**config.mk**
```make
export PLATFORM = sky130hd
export DESIGN_NAME = float32_to_minifloat_convert
export DESIGN_NICKNAME = d
export VERILOG_FILES = /design/src/rtl/core/f2mf_pkg.sv /design/src/rtl/core/float32_to_minifloat_convert.sv
export SDC_FILE = /design/constraint.sdc
export NUM_CORES = 1
export LEC_CHECK = 0
export ABC_AREA = 1
export BUFFER_PORTS_ARGS = -buffer_cell sky130_fd_sc_hd__buf_2
export CORE_UTILIZATION = 45
export CTS_CLUSTER_DIAMETER = 100
export DETAILED_ROUTE_END_ITERATION = 12
export SKIP_LAST_GASP = 1
export SYNTH_ARGS = -nofsm -noshare
export SYNTH_HDL_FRONTEND = slang
export SYNTH_SLANG_ARGS = --single-unit
```
**constraint.sdc**
```tcl
create_clock -name clk_i -period 10.6 [get_ports clk_i]
set_clock_uncertainty 0.2 [all_clocks]
set_input_delay 2.12 -clock clk_i [delete_from_list [all_inputs] [get_ports clk_i]]
set_output_delay 2.12 -clock clk_i [all_outputs]
set_load 0.1 [all_outputs]
```
**src/rtl/core/f2mf_pkg.sv**
```systemverilog
`timescale 1ns / 1ps
`default_nettype none

package f2mf_pkg;

  // Single-precision exponent field landmarks
  localparam logic [7:0] ExpAllOnes = 8'hFF;
  localparam logic [7:0] ExpOvfMin  = 8'd131;  // unbiased exponent 4 and up
  localparam logic [7:0] ExpNormMin = 8'd125;  // unbiased exponent -2
  localparam logic [7:0] ExpSubMin  = 8'd119;  // smallest exponent not flushed
  localparam logic [7:0] ExpNormOfs = 8'd124;  // efield - 124 = minifloat exponent
  localparam logic [7:0] SubShBase  = 8'd144;  // alignment shift = 144 - efield

  localparam logic [4:0] NormShift  = 5'd19;
  localparam int unsigned SigW      = 24;
  localparam logic [7:0] QOffset    = 8'd16;

  // Magnitude codes of the minifloat
  localparam logic [6:0] MagInf     = 7'h70;
  localparam logic [6:0] MagNan     = 7'h71;
  localparam logic [6:0] MagZero    = 7'h00;

  // Class of an input word
  typedef enum logic [2:0] {
    KIND_ZERO = 3'd0,
    KIND_SUB  = 3'd1,
    KIND_NORM = 3'd2,
    KIND_INF  = 3'd3,
    KIND_NAN  = 3'd4
  } kind_e;

  // Decoded item after the first stage
  typedef struct packed {
    logic              sign;
    kind_e             kind;
    logic [4:0]        shamt;
    logic [SigW-1:0]   sig;
    logic [2:0]        expb;
  } dec_t;

  // Aligned item after the second stage
  typedef struct packed {
    logic       sign;
    kind_e      kind;
    logic [4:0] q;
    logic       guard;
    logic       sticky;
    logic [2:0] expb;
  } aln_t;

endpackage

`default_nettype wire

```
**src/rtl/core/float32_to_minifloat_convert.sv**
```systemverilog
`timescale 1ns / 1ps
`default_nettype none

// Channel  | Direction | Handshake               | Payload
// ---------+-----------+-------------------------+---------------------
// input    | in        | in_valid_i / in_ready_o | float_bits_i [31:0]
// output   | out       | out_valid_o/ out_ready_i| mini_bits_o  [7:0]
//
// Three register stages: decode, align, round and pack; throughput one item per
// cycle when the output is taken.
// Each stage advances when the stage after it is empty or advancing, so a
// stalled output fills the pipe and then holds in_ready_o low; nothing is lost.
// Reset clears the stage valid bits only; the payload registers are not reset.

module float32_to_minifloat_convert (
  input  wire logic        clk_i,
  input  wire logic        rst_ni,
  input  wire logic        in_valid_i,
  output logic             in_ready_o,
  input  wire logic [31:0] float_bits_i,
  output logic             out_valid_o,
  input  wire logic        out_ready_i,
  output logic [7:0]       mini_bits_o
);
  import f2mf_pkg::*;

  logic        s1_valid_q, s2_valid_q, s3_valid_q;
  logic        s1_rdy, s2_rdy, s3_rdy;
  dec_t        dec_d, dec_q;
  aln_t        aln_d, aln_q;
  logic [7:0]  mini_d, mini_q;

  logic [7:0]  efield;
  logic [22:0] mant;
  logic [7:0]  sh_full;
  logic [7:0]  expb_full;

  logic [SigW-1:0] shifted;
  logic [4:0]      shm1;
  logic [SigW:0]   sig_x;
  logic [SigW:0]   low_mask;

  logic       inc;
  logic [5:0] qr;
  logic [7:0] code;

  // Advance a stage when the next one is empty or advancing
  assign s3_rdy     = !s3_valid_q || out_ready_i;
  assign s2_rdy     = !s2_valid_q || s3_rdy;
  assign s1_rdy     = !s1_valid_q || s2_rdy;
  assign in_ready_o = s1_rdy;

  // Stage 1: classify and pick the alignment shift
  assign efield    = float_bits_i[30:23];
  assign mant      = float_bits_i[22:0];
  assign sh_full   = SubShBase - efield;
  assign expb_full = efield - ExpNormOfs;

  always_comb begin
    dec_d.sign  = float_bits_i[31];
    dec_d.sig   = {1'b1, mant};
    dec_d.shamt = NormShift;
    dec_d.expb  = expb_full[2:0];
    if (efield == ExpAllOnes) begin
      dec_d.kind = (mant != '0) ? KIND_NAN : KIND_INF;
    end else if (efield >= ExpOvfMin) begin
      dec_d.kind = KIND_INF;
    end else if (efield >= ExpNormMin) begin
      dec_d.kind = KIND_NORM;
    end else if (efield >= ExpSubMin) begin
      dec_d.kind  = KIND_SUB;
      dec_d.shamt = sh_full[4:0];
    end else begin
      dec_d.kind = KIND_ZERO;
    end
  end

  // Stage 2: align the significand and collect guard and sticky bits;
  // one extra zero bit on top keeps the guard of the widest shift at zero
  assign shifted  = dec_q.sig >> dec_q.shamt;
  assign shm1     = dec_q.shamt - 5'd1;
  assign sig_x    = {1'b0, dec_q.sig};
  assign low_mask = ({{SigW{1'b0}}, 1'b1} << shm1) - {{SigW{1'b0}}, 1'b1};

  always_comb begin
    aln_d.sign   = dec_q.sign;
    aln_d.kind   = dec_q.kind;
    aln_d.expb   = dec_q.expb;
    aln_d.q      = shifted[4:0];
    aln_d.guard  = sig_x[shm1];
    aln_d.sticky = |(sig_x & low_mask);
  end

  // Stage 3: round to nearest even and pack
  assign inc  = aln_q.guard && (aln_q.sticky || aln_q.q[0]);
  assign qr   = {1'b0, aln_q.q} + {5'd0, inc};
  assign code = {1'b0, aln_q.expb, 4'd0} + {2'd0, qr} - QOffset;

  always_comb begin
    case (aln_q.kind)
      KIND_NAN:  mini_d = {aln_q.sign, MagNan};
      KIND_INF:  mini_d = {aln_q.sign, MagInf};
      KIND_NORM: begin
        if (code >= {1'b0, MagInf}) begin
          mini_d = {aln_q.sign, MagInf};
        end else begin
          mini_d = {aln_q.sign, code[6:0]};
        end
      end
      KIND_SUB:  mini_d = {aln_q.sign, 1'b0, qr};
      default:   mini_d = {aln_q.sign, MagZero};
    endcase
  end

  // Hold valid bits under reset, advance them with the data
  always_ff @(posedge clk_i or negedge rst_ni) begin
    if (!rst_ni) begin
      s1_valid_q <= 1'b0;
      s2_valid_q <= 1'b0;
      s3_valid_q <= 1'b0;
    end else begin
      if (s1_rdy) s1_valid_q <= in_valid_i;
      if (s2_rdy) s2_valid_q <= s1_valid_q;
      if (s3_rdy) s3_valid_q <= s2_valid_q;
    end
  end

  // Load payload on each stage transfer
  always_ff @(posedge clk_i) begin
    if (s1_rdy && in_valid_i) dec_q  <= dec_d;
    if (s2_rdy && s1_valid_q) aln_q  <= aln_d;
    if (s3_rdy && s2_valid_q) mini_q <= mini_d;
  end

  assign out_valid_o = s3_valid_q;
  assign mini_bits_o = mini_q;

endmodule

`default_nettype wire

```
# == Word level (Yosys, flattened, before mapping) ==
# Index checks and enable logic that the tools add are counted.
# W data, S select, Z words.
# word_totals
register_bits,60
latchBits,0
mem_bits_rw,0
rom_bits,0
inputBits,36
out_inout_bits,10
elab_cells,59
n_memories,0
# classes
addsub,7
n_mul,0
n_div,0
order_cmp,5
n_eq_ne,5
shift,2
mux,9
n_bitwise,2
n_reduce_logical,14
# ops
op,n
$pmux W7 S4,1
$and A24 B25 Y25,1
$reduce_or A25 Y1,1
$shl A1 B5 Y25 const A,1
$sub A25 B1 Y25 const B,1
$ge A8 B7 Y1 const B,3
$shr A24 B5 Y5,1
$reduce_bool A23 Y1,1
$add A7 B6 Y8,1
$eq A8 B8 Y1 const B,1
$ge A8 B8 Y1 const B,1
$sub A8 B5 Y8 const B,1
$mux W7,1
$add A5 B1 Y6,1
$eq A3 B2 Y1 const B,2
$lt A5 B6 Y1 const B,1
$mux W3,2
$bmux W1 S5,1
$sub A5 B1 Y5 const B,1
$sub A5 B5 Y5 const A,1
$logic_and A1 B1 Y1,4
$logic_or A1 B1 Y1,4
$mux W2,2
$reduce_or A4 Y1,1
6 further kinds,9

# == Logic depth before layout (Yosys ltp) ==
# Gate-level depths: netlist of the first run.
# depth
depth_word,8
mapped_depth,24
ltp_nobuf,21

# == Worst setup path before layout of the first run ==
# Ideal clock, no wire load.
# synth_path
path_type,input to output
from,input out_ready_i
to,output in_ready_o
t_arrival_ns,2.956
required_time_ns,8.280
slack_ns,5.324
path_stages,4
path_buffers,0
path_cell_list,inv_1 nand2_1 nor2_1 nand2_1
# synth_between
elab_chain_len,3
# synth_rtl
item,line,text
from (decl),float32_to_minifloat_convert.sv:22,"input wire logic out_ready_i,"
$logic_or A1 B1 Y1,float32_to_minifloat_convert.sv:48,assign s3_rdy = !s3_valid_q || out_ready_i;
$logic_or A1 B1 Y1,float32_to_minifloat_convert.sv:49,assign s2_rdy = !s2_valid_q || s3_rdy;
$logic_or A1 B1 Y1,float32_to_minifloat_convert.sv:50,assign s1_rdy = !s1_valid_q || s2_rdy;
to (decl),float32_to_minifloat_convert.sv:19,"output logic in_ready_o,"
# Every way passes these cells.

# == Worst setup path after layout of the first run ==
# Ends and elaborated chain as after synthesis.

==> PnR_summary.wiki, run 1 <==
{| class="wikitable"
! Metric !! Value
|-
| Maximum count of clock buffers along a single path || 2
|-
| Hold-critical path endpoint || mini_bits_o[7]
|-
| Worst setup SP type || primary input
|-
| CTS H-tree depth || 3
|-
| Postcts setup bufs || 0
|-
| Synthesized instance count || 618
|-
| Number of buffer and inverter stages on the critical path || 3
|-
| HPWL after DPL || 9090 um
|-
| Vias in the first global route || slightly above 4,000
|-
| Vert. Die Dim || 104 um
|-
| Critical path cell sequence || buf_2 > inv_1 > nand2_1 > nor2_1 > nand2_1 > buf_2
|-
| Clock tree from TritonCTS || done
|-
| Most common flop cell mapped by yosys || edfxtp_1
|-
| Least-Margin Pin Slew || 828 ps
|-
| DRT Wirelength || 11,600 um
|-
| Setup violators final || 0
|-
| Die Footprint || 10,800 um2
|-
| Fin cells || roughly 800
|-
| Synthesized net count || around 670
|-
| Avg Vias per Cell || 5.36
|-
| Total placed instance area || 4980 um2
|-
| Peak supply drop || 145 uV
|-
| Worst Hold Launch || aln_q[13]
|-
| Clock insertion delay at the later pin of the skew report || 350 ps
|-
| Static power due to leakage || 2.46 nW
|-
| Fmax || 192 MHz
|-
| DR DRC count || 0
|-
| Initial standard-cell utilization of the core || 0.471
|-
| Signed area change from the synthesized netlist to the final layout || 11.0%
|-
| First DRT Iteration DRCs || 308
|-
| Post-layout total power || 0.788 mW
|-
| Setup repair after global routing missed its margin || no
|-
| Grt total ovfl || 0
|-
| Per-instance average area after synthesis || 7.59 um2
|-
| Proportion of synthesized flip-flops having asynchronous set or reset || 0.0500
|-
| Num rows || 36
|-
| Diode insertion count for antenna repair || 0
|-
| Reg-to-reg setup timing slack || 6370 ps
|-
| Biggest cell delay along the critical path || 430 ps
|-
| Number of antenna violations at the first check in global routing || 0
|-
| Clock transition at the registers of the reported paths || 70 ps
|-
| Maximum number of pins on one net before global-route repair || 36
|-
| Path length in cells of the critical path || 6
|-
| Clock tree root driver cell || clkbuf_8
|-
| Largest delay contributor family on the critical path || buffers and inverters
|-
| Router iterations before antenna repair || 5
|-
| Area of the core region || 9950 um2
|-
| WL/cell || 14.6 um
|-
| Remaining max-slew budget at the tightest pin || 0.448
|-
| Place WS || ~5400 ps
|-
| Status || finished clean
|-
| CTS buffer count || 9
|-
| Slowest CP cell || buf_2
|-
| Via count || 4,273
|-
| Flip-flop and latch count after synthesis || 60
|-
| Data arrival, critical path || 2890 ps
|-
| Mapped cell area || roughly 4700 um2
|-
| Post-CTS sizing || 0
|-
| Placer Congestion || 0.884
|-
| Final period util || 0.492
|-
| CP endpoint kind || output pin
|-
| Required time at the endpoint of the critical path || 8280 ps
|-
| Layout cells sized above 1 || 0.167
|-
| Wire length of the first global-routing pass || 19,200 um
|-
| Num Clock Sinks || 60
|-
| Final total negative setup slack || 0 ps
|-
| Final WS setup || 5390 ps
|-
| Cell depth of the worst min-delay path || 0
|-
| Min Clock Period, post-route || about 5200 ps
|-
| Crit Path Category || primary input to output pin
|-
| Width of the chip || roughly 100 um
|-
| Quantity of hold-fixing buffers added after cts || 0
|-
| Max-slew violation count || 0
|-
| Final worst hold slack || 230 ps
|-
| Post-detailed-route count of antenna-violating nets || 0
|-
| Power density over the cells || 151 nW/um2
|-
| Non-Filler Cell Area, Final || 5210 um2
|-
| Total of max-cap violations || 0
|-
| Maximum fanout along the worst path || 3
|-
| Layout net count || 710
|-
| I/O Pins || 46
|-
| Placed cell count || 781
|-
| Endpoint of the most critical register-to-register path || aln_q[3]
|-
| Post-synth cell types || 47
|-
| Final standard cell utilization of the core || 0.523
|-
| Worst hold path class || register to register
|-
| Number of enable flip-flop cells after synthesis || 57
|-
| Port Buffers || 45
|-
| Warnings, synthesis || 0
|-
| Worst flop-to-flop path startpoint || dec_q[28]
|-
| Hold violation count in the final report || 0
|-
| Count of cells along the worst register-to-register path || 20
|-
| Total global-route track usage || 0.226
|-
| Portion of the post-synthesis area used by sequential elements || 0.381
|}
synthesized netlist by cell type, types with 6 or more instances:
cell type    n  area, um2
nor2_1      54        203
clkbuf_1     8       30.0
inv_1       69        259
edfxtp_1    57       1710
nand2_2      6       37.5
o21ai_0     34        170
a21oi_1     11       55.1
ha_1        14        175
nand3_2      7       70.1
nor2_2      11       68.8
nor2_4      10        113
nand2_1    173        649
o211ai_1    12       90.1
inv_2        6       22.5
nand4_1      8       50.1
nand3_1     68        340
buf_6        6       67.6
metal layers:
| metal | vias to the layer above | global-route usage | share of wire |
|---|---|---|---|
| li1 | 2167 | - | - |
| met1 | 1937 | 0.305 | 0.48 |
| met2 | 149 | 0.354 | 0.44 |
| met3 | 20 | 0.0414 | 0.055 |
| met4 | 0 | 0.0969 | 0.026 |
| met5 | - | 0 | 0 |
worst reg2reg max path: cells and delay by family, from the launching register on:
| kind | cells | cell delay, ps |
|---|---|---|
| buf+inv | 3 | 740 |
| simple gates | 15 | 1720 |
| flops | 1 | 670 |
| fa+ha+maj | 2 | 640 |
power by group:
| part | internal (mW) | switching, mW |
|---|---|---|
| clock network | 0.145 | 0.0892 |
| logic | 0.0584 | 0.173 |
| registers | 0.302 | 0.0205 |
| total | 0.505 | 0.283 |
cell usage in the layout, fill, tap and decap left out, types with 5 or more instances in the layout:
master,instances
a21oi_1,11
buf_2,45
nand3_2,7
ha_1,14
nand3b_1,5
o211ai_1,12
nor2_4,10
nor3_1,5
nor2_2,11
nor4_1,5
nor2_1,54
clkbuf_8,11
a32o_1,5
nand2_2,6
edfxtp_1,57
nand3_1,68
nand2_1,173
inv_2,6
o21ai_0,34
nand4_1,8
inv_1,69
cell type report:
class | instances | area [um2]
clock buffer | 12 | 155
clock inverter | 4 | 72.6
fill | 976 | 4750
inverter | 75 | 282
multi-input combinational | 466 | 2500
sequential | 60 | 1790
tap | 133 | 166
timing repair buffer | 47 | 240
sequential cells by signal, summed over array words and instances (netlist names):
register	flops
dec_q	28
aln_q	14
mini_bits_o	8
aln_d	7
out_valid_o	1
s1_valid_q	1
s2_valid_q	1
worst max path at each step:
| stage | startpoint | to | slack [ps] |
|---|---|---|---|
| 3_5_place_dp | out_ready_i | in_ready_o | 5390 |
| 4_1_cts | out_ready_i | in_ready_o | 5390 |
| 2_1_floorplan | out_ready_i | in_ready_o | 5320 |
| 6_report | out_ready_i | in_ready_o | 5390 |
| 3_3_place_gp | out_ready_i | in_ready_o | 5420 |
| 5_1_grt | out_ready_i | in_ready_o | 5330 |
cell families after synthesis:
logic type / count (synthesis) / share of synthesized area
flip-flops: 60 / 0.381
adder cells (fa/ha/maj): 15 / 0.0416
AO/OA/AOI/OAI: 78 / 0.103
other: 1 / 0.000800
multiplexers: 4 / 0.00854
buffers and inverters: 92 / 0.0851
AND/OR/NAND/NOR: 364 / 0.373
XOR/XNOR: 4 / 0.00747
No activity file was read; power rests on OpenSTA's default activity.
==> inputs of run 2 (changes only) <==
Clock period 10.6 ns to 5.1 ns, I/O delays scaled along.
==> PnR_summary.wiki, run 2 (synthesis gave the netlist of run 1 again) <==
{| class="wikitable"
! Metric !! Value
|-
| Status || finished clean
|-
| Worst setup SP type || register
|-
| Most frequent cells in the layout || 173 x nand2_1, 69 x inv_1, 68 x nand3_1, 57 x edfxtp_1, 54 x nor2_1
|-
| Data arrival, critical path || 3580 ps (+690 ps)
|-
| Wire length of the first global-routing pass || 19,700 um (+2.8%)
|-
| I/O Pins || 46 (unchanged)
|-
| Fin cells || 797 (unchanged)
|-
| Most used cell along the critical path || nand2_1
|-
| Max reg flops || 28 (unchanged)
|-
| Register with the highest flop count || dec_q
|-
| Setup violators final || 0 (unchanged)
|-
| DRT Wirelength || 12,300 um (+5.9%)
|-
| Via count || 4,326 (+1.2%)
|-
| Worst Hold Launch || aln_d[12]
|-
| Port Buffers || 45 (unchanged)
|-
| WL/cell || 15.5 um (+5.9%)
|-
| Area of the core region || 9950 um2 (unchanged)
|-
| Clock tree from TritonCTS || done
|-
| CTS buffer count || 9 (unchanged)
|-
| Maximum fanout along the worst path || 22 (+19)
|-
| Crit Path Category || register to register
|-
| Router iterations before antenna repair || 4 (-1)
|-
| Clock tree root driver cell || clkbuf_8
|-
| Placer Congestion || 0.949 (+7.4%)
|-
| Post-detailed-route count of antenna-violating nets || 0 (unchanged)
|-
| Fmax || approximately 270 MHz
|-
| Slowest CP cell || edfxtp_1
|-
| Number of inserted filler cells in the final layout || 988 (+1.2%)
|-
| Total global-route track usage || 0.236 (+0.0102)
|-
| Clock transition at the registers of the reported paths || 70 ps (about the same)
|-
| Hold-critical path endpoint || aln_q[12]
|-
| Layout cells sized above 1 || 0.166 (-0.00151)
|-
| Non-Filler Cell Area, Final || 5220 um2 (+0.19%)
|-
| Die Footprint || 10,800 um2 (unchanged)
|-
| Layout net count || 711 (+0.14%)
|-
| Diode insertion count for antenna repair || 0 (unchanged)
|-
| Number of antenna violations at the first check in global routing || 0 (unchanged)
|-
| Final total negative setup slack || 0 ps (unchanged)
|-
| Num rows || 36 (unchanged)
|-
| Placed cell count || 782 (+0.13%)
|-
| Vert. Die Dim || 104 um (unchanged)
|-
| Remaining max-slew budget at the tightest pin || 0.453 (+0.00456)
|-
| Vias in the first global route || 3,960 (-1.5%)
|-
| Largest delay contributor family on the critical path || simple AND/OR/NAND/NOR gates
|-
| Maximum count of clock buffers along a single path || 2 (unchanged)
|-
| Postcts setup bufs || 0 (unchanged)
|-
| Post-layout total power || 1.66 mW (+110%)
|-
| Power density over the cells || 318 nW/um2 (+110%)
|-
| Number of buffer and inverter stages on the critical path || 5 (+2)
|-
| Place WS || 1470 ps (-3920 ps)
|-
| Signed area change from the synthesized netlist to the final layout || 11.2%
|-
| Hold violation count in the final report || 0 (unchanged)
|-
| Setup repair after global routing missed its margin || no
|-
| Final worst hold slack || 220 ps (-10.0 ps)
|-
| Peak supply drop || 189 uV (+30%)
|-
| Final period util || 0.724
|-
| Most common library cell in the layout ignoring fill and taps || nand2_1
|-
| DR DRC count || 0 (unchanged)
|-
| Final WS setup || 1410 ps (-3980 ps)
|-
| CTS H-tree depth || 3 (unchanged)
|-
| Initial standard-cell utilization of the core || 0.471 (unchanged)
|-
| CP endpoint kind || register
|-
| Least-Margin Pin Slew || 821 ps (-6.84 ps)
|-
| Quantity of hold-fixing buffers added after cts || 0 (unchanged)
|-
| Avg Vias per Cell || 5.43 (+1.2%)
|-
| Post-CTS sizing || 0 (unchanged)
|-
| First DRT Iteration DRCs || 262 (-15%)
|-
| Total of max-cap violations || 0 (unchanged)
|-
| Biggest cell delay along the critical path || 730 ps (+300 ps)
|-
| HPWL after DPL || 9740 um (+7.1%)
|-
| Clock insertion delay at the later pin of the skew report || 330 ps (-20 ps)
|-
| Critical path cell sequence || inv_1 > buf_4 > ha_1 > inv_2 > nand2_1 > nand2_2 > nor2_2 > nand2_1 > nor2_2 > inv_2 > ha_1 > nand2_1 > nor2_1 > nand2_1 > nor2_1 > nand3_1 > nand3_1 > nand2_1 > inv_1 > nand2_1 > nor2_1 > nand2_1
|-
| Count of cells along the worst register-to-register path || 22 (+10%)
|-
| Static power due to leakage || 2.47 nW (+0.26%)
|-
| Worst flop-to-flop path startpoint || dec_q[28]
|-
| Reg-to-reg setup timing slack || 1410 ps (-4960 ps)
|-
| Endpoint of the most critical register-to-register path || aln_q[3]
|-
| Worst hold path class || register to register
|-
| Total placed instance area || 4990 um2 (+0.15%)
|-
| Required time at the endpoint of the critical path || 4990 ps (-3290 ps)
|-
| Max-slew violation count || 0 (unchanged)
|-
| Maximum number of pins on one net before global-route repair || 36 (unchanged)
|-
| Final standard cell utilization of the core || 0.524 (+0.00101)
|-
| Min Clock Period, post-route || 3690 ps
|-
| Grt total ovfl || 0 (unchanged)
|-
| Num Clock Sinks || 60 (unchanged)
|-
| Width of the chip || 104 um (unchanged)
|-
| Cell depth of the worst min-delay path || 0 (unchanged)
|}
==> run 2: layout make-up <==
| cell class | instances | area [um2] | share of cell area |
|---|---|---|---|
| clock buffers | 11 | 131 | 0.0252 |
| clock inverters | 4 | 98.8 | 0.0189 |
| inverters | 75 | 282 | 0.0540 |
| multi-input cells | 466 | 2500 | 0.480 |
| flip-flops and latches | 60 | 1790 | 0.343 |
| well taps | 133 | 166 | 0.0319 |
| repair buffers | 48 | 248 | 0.0475 |
==> run 2: how the worst max path moves through the flow <==
stage / startpoint / to / slack (ps) / depth (start not counted)
6_report: dec_q[28] / aln_q[3] / 1410 / 22
5_1_grt: dec_q[28] / aln_q[3] / 1090 / 21
4_1_cts: dec_q[28] / aln_q[3] / 1460 / 21
3_5_place_dp: dec_q[28] / aln_q[3] / 1470 / 21
3_3_place_gp: dec_q[28] / aln_q[3] / 1570 / 20
2_1_floorplan: dec_q[27] / aln_q[3] / 1480 / 20
==> run 2: routing by layer <==
metal | part of all wire | vias up | track usage | routed length (um)
met5 | 0 | - | 0 | 0
met4 | 0.025 | 0 | 0.0847 | 308
met3 | 0.062 | 19 | 0.0345 | 761
met2 | 0.45 | 160 | 0.370 | 5590
met1 | 0.46 | 1981 | 0.331 | 5680
li1 | - | 2166 | - | -
==> run 2: worst register-to-register path, delay by kind of cell (launching register included) <==
family / cells / cell delay [ps]
fa+ha+maj: 2 / 510
buf+inv: 5 / 510
flops: 1 / 730
simple gates: 15 / 1510
==> run 2: power by group <==
part           internal (mW)  switching [mW]  total [mW]
logic                  0.122           0.367       0.489
registers              0.627          0.0415       0.668
clock network          0.323           0.180       0.503
total                   1.07           0.588        1.66
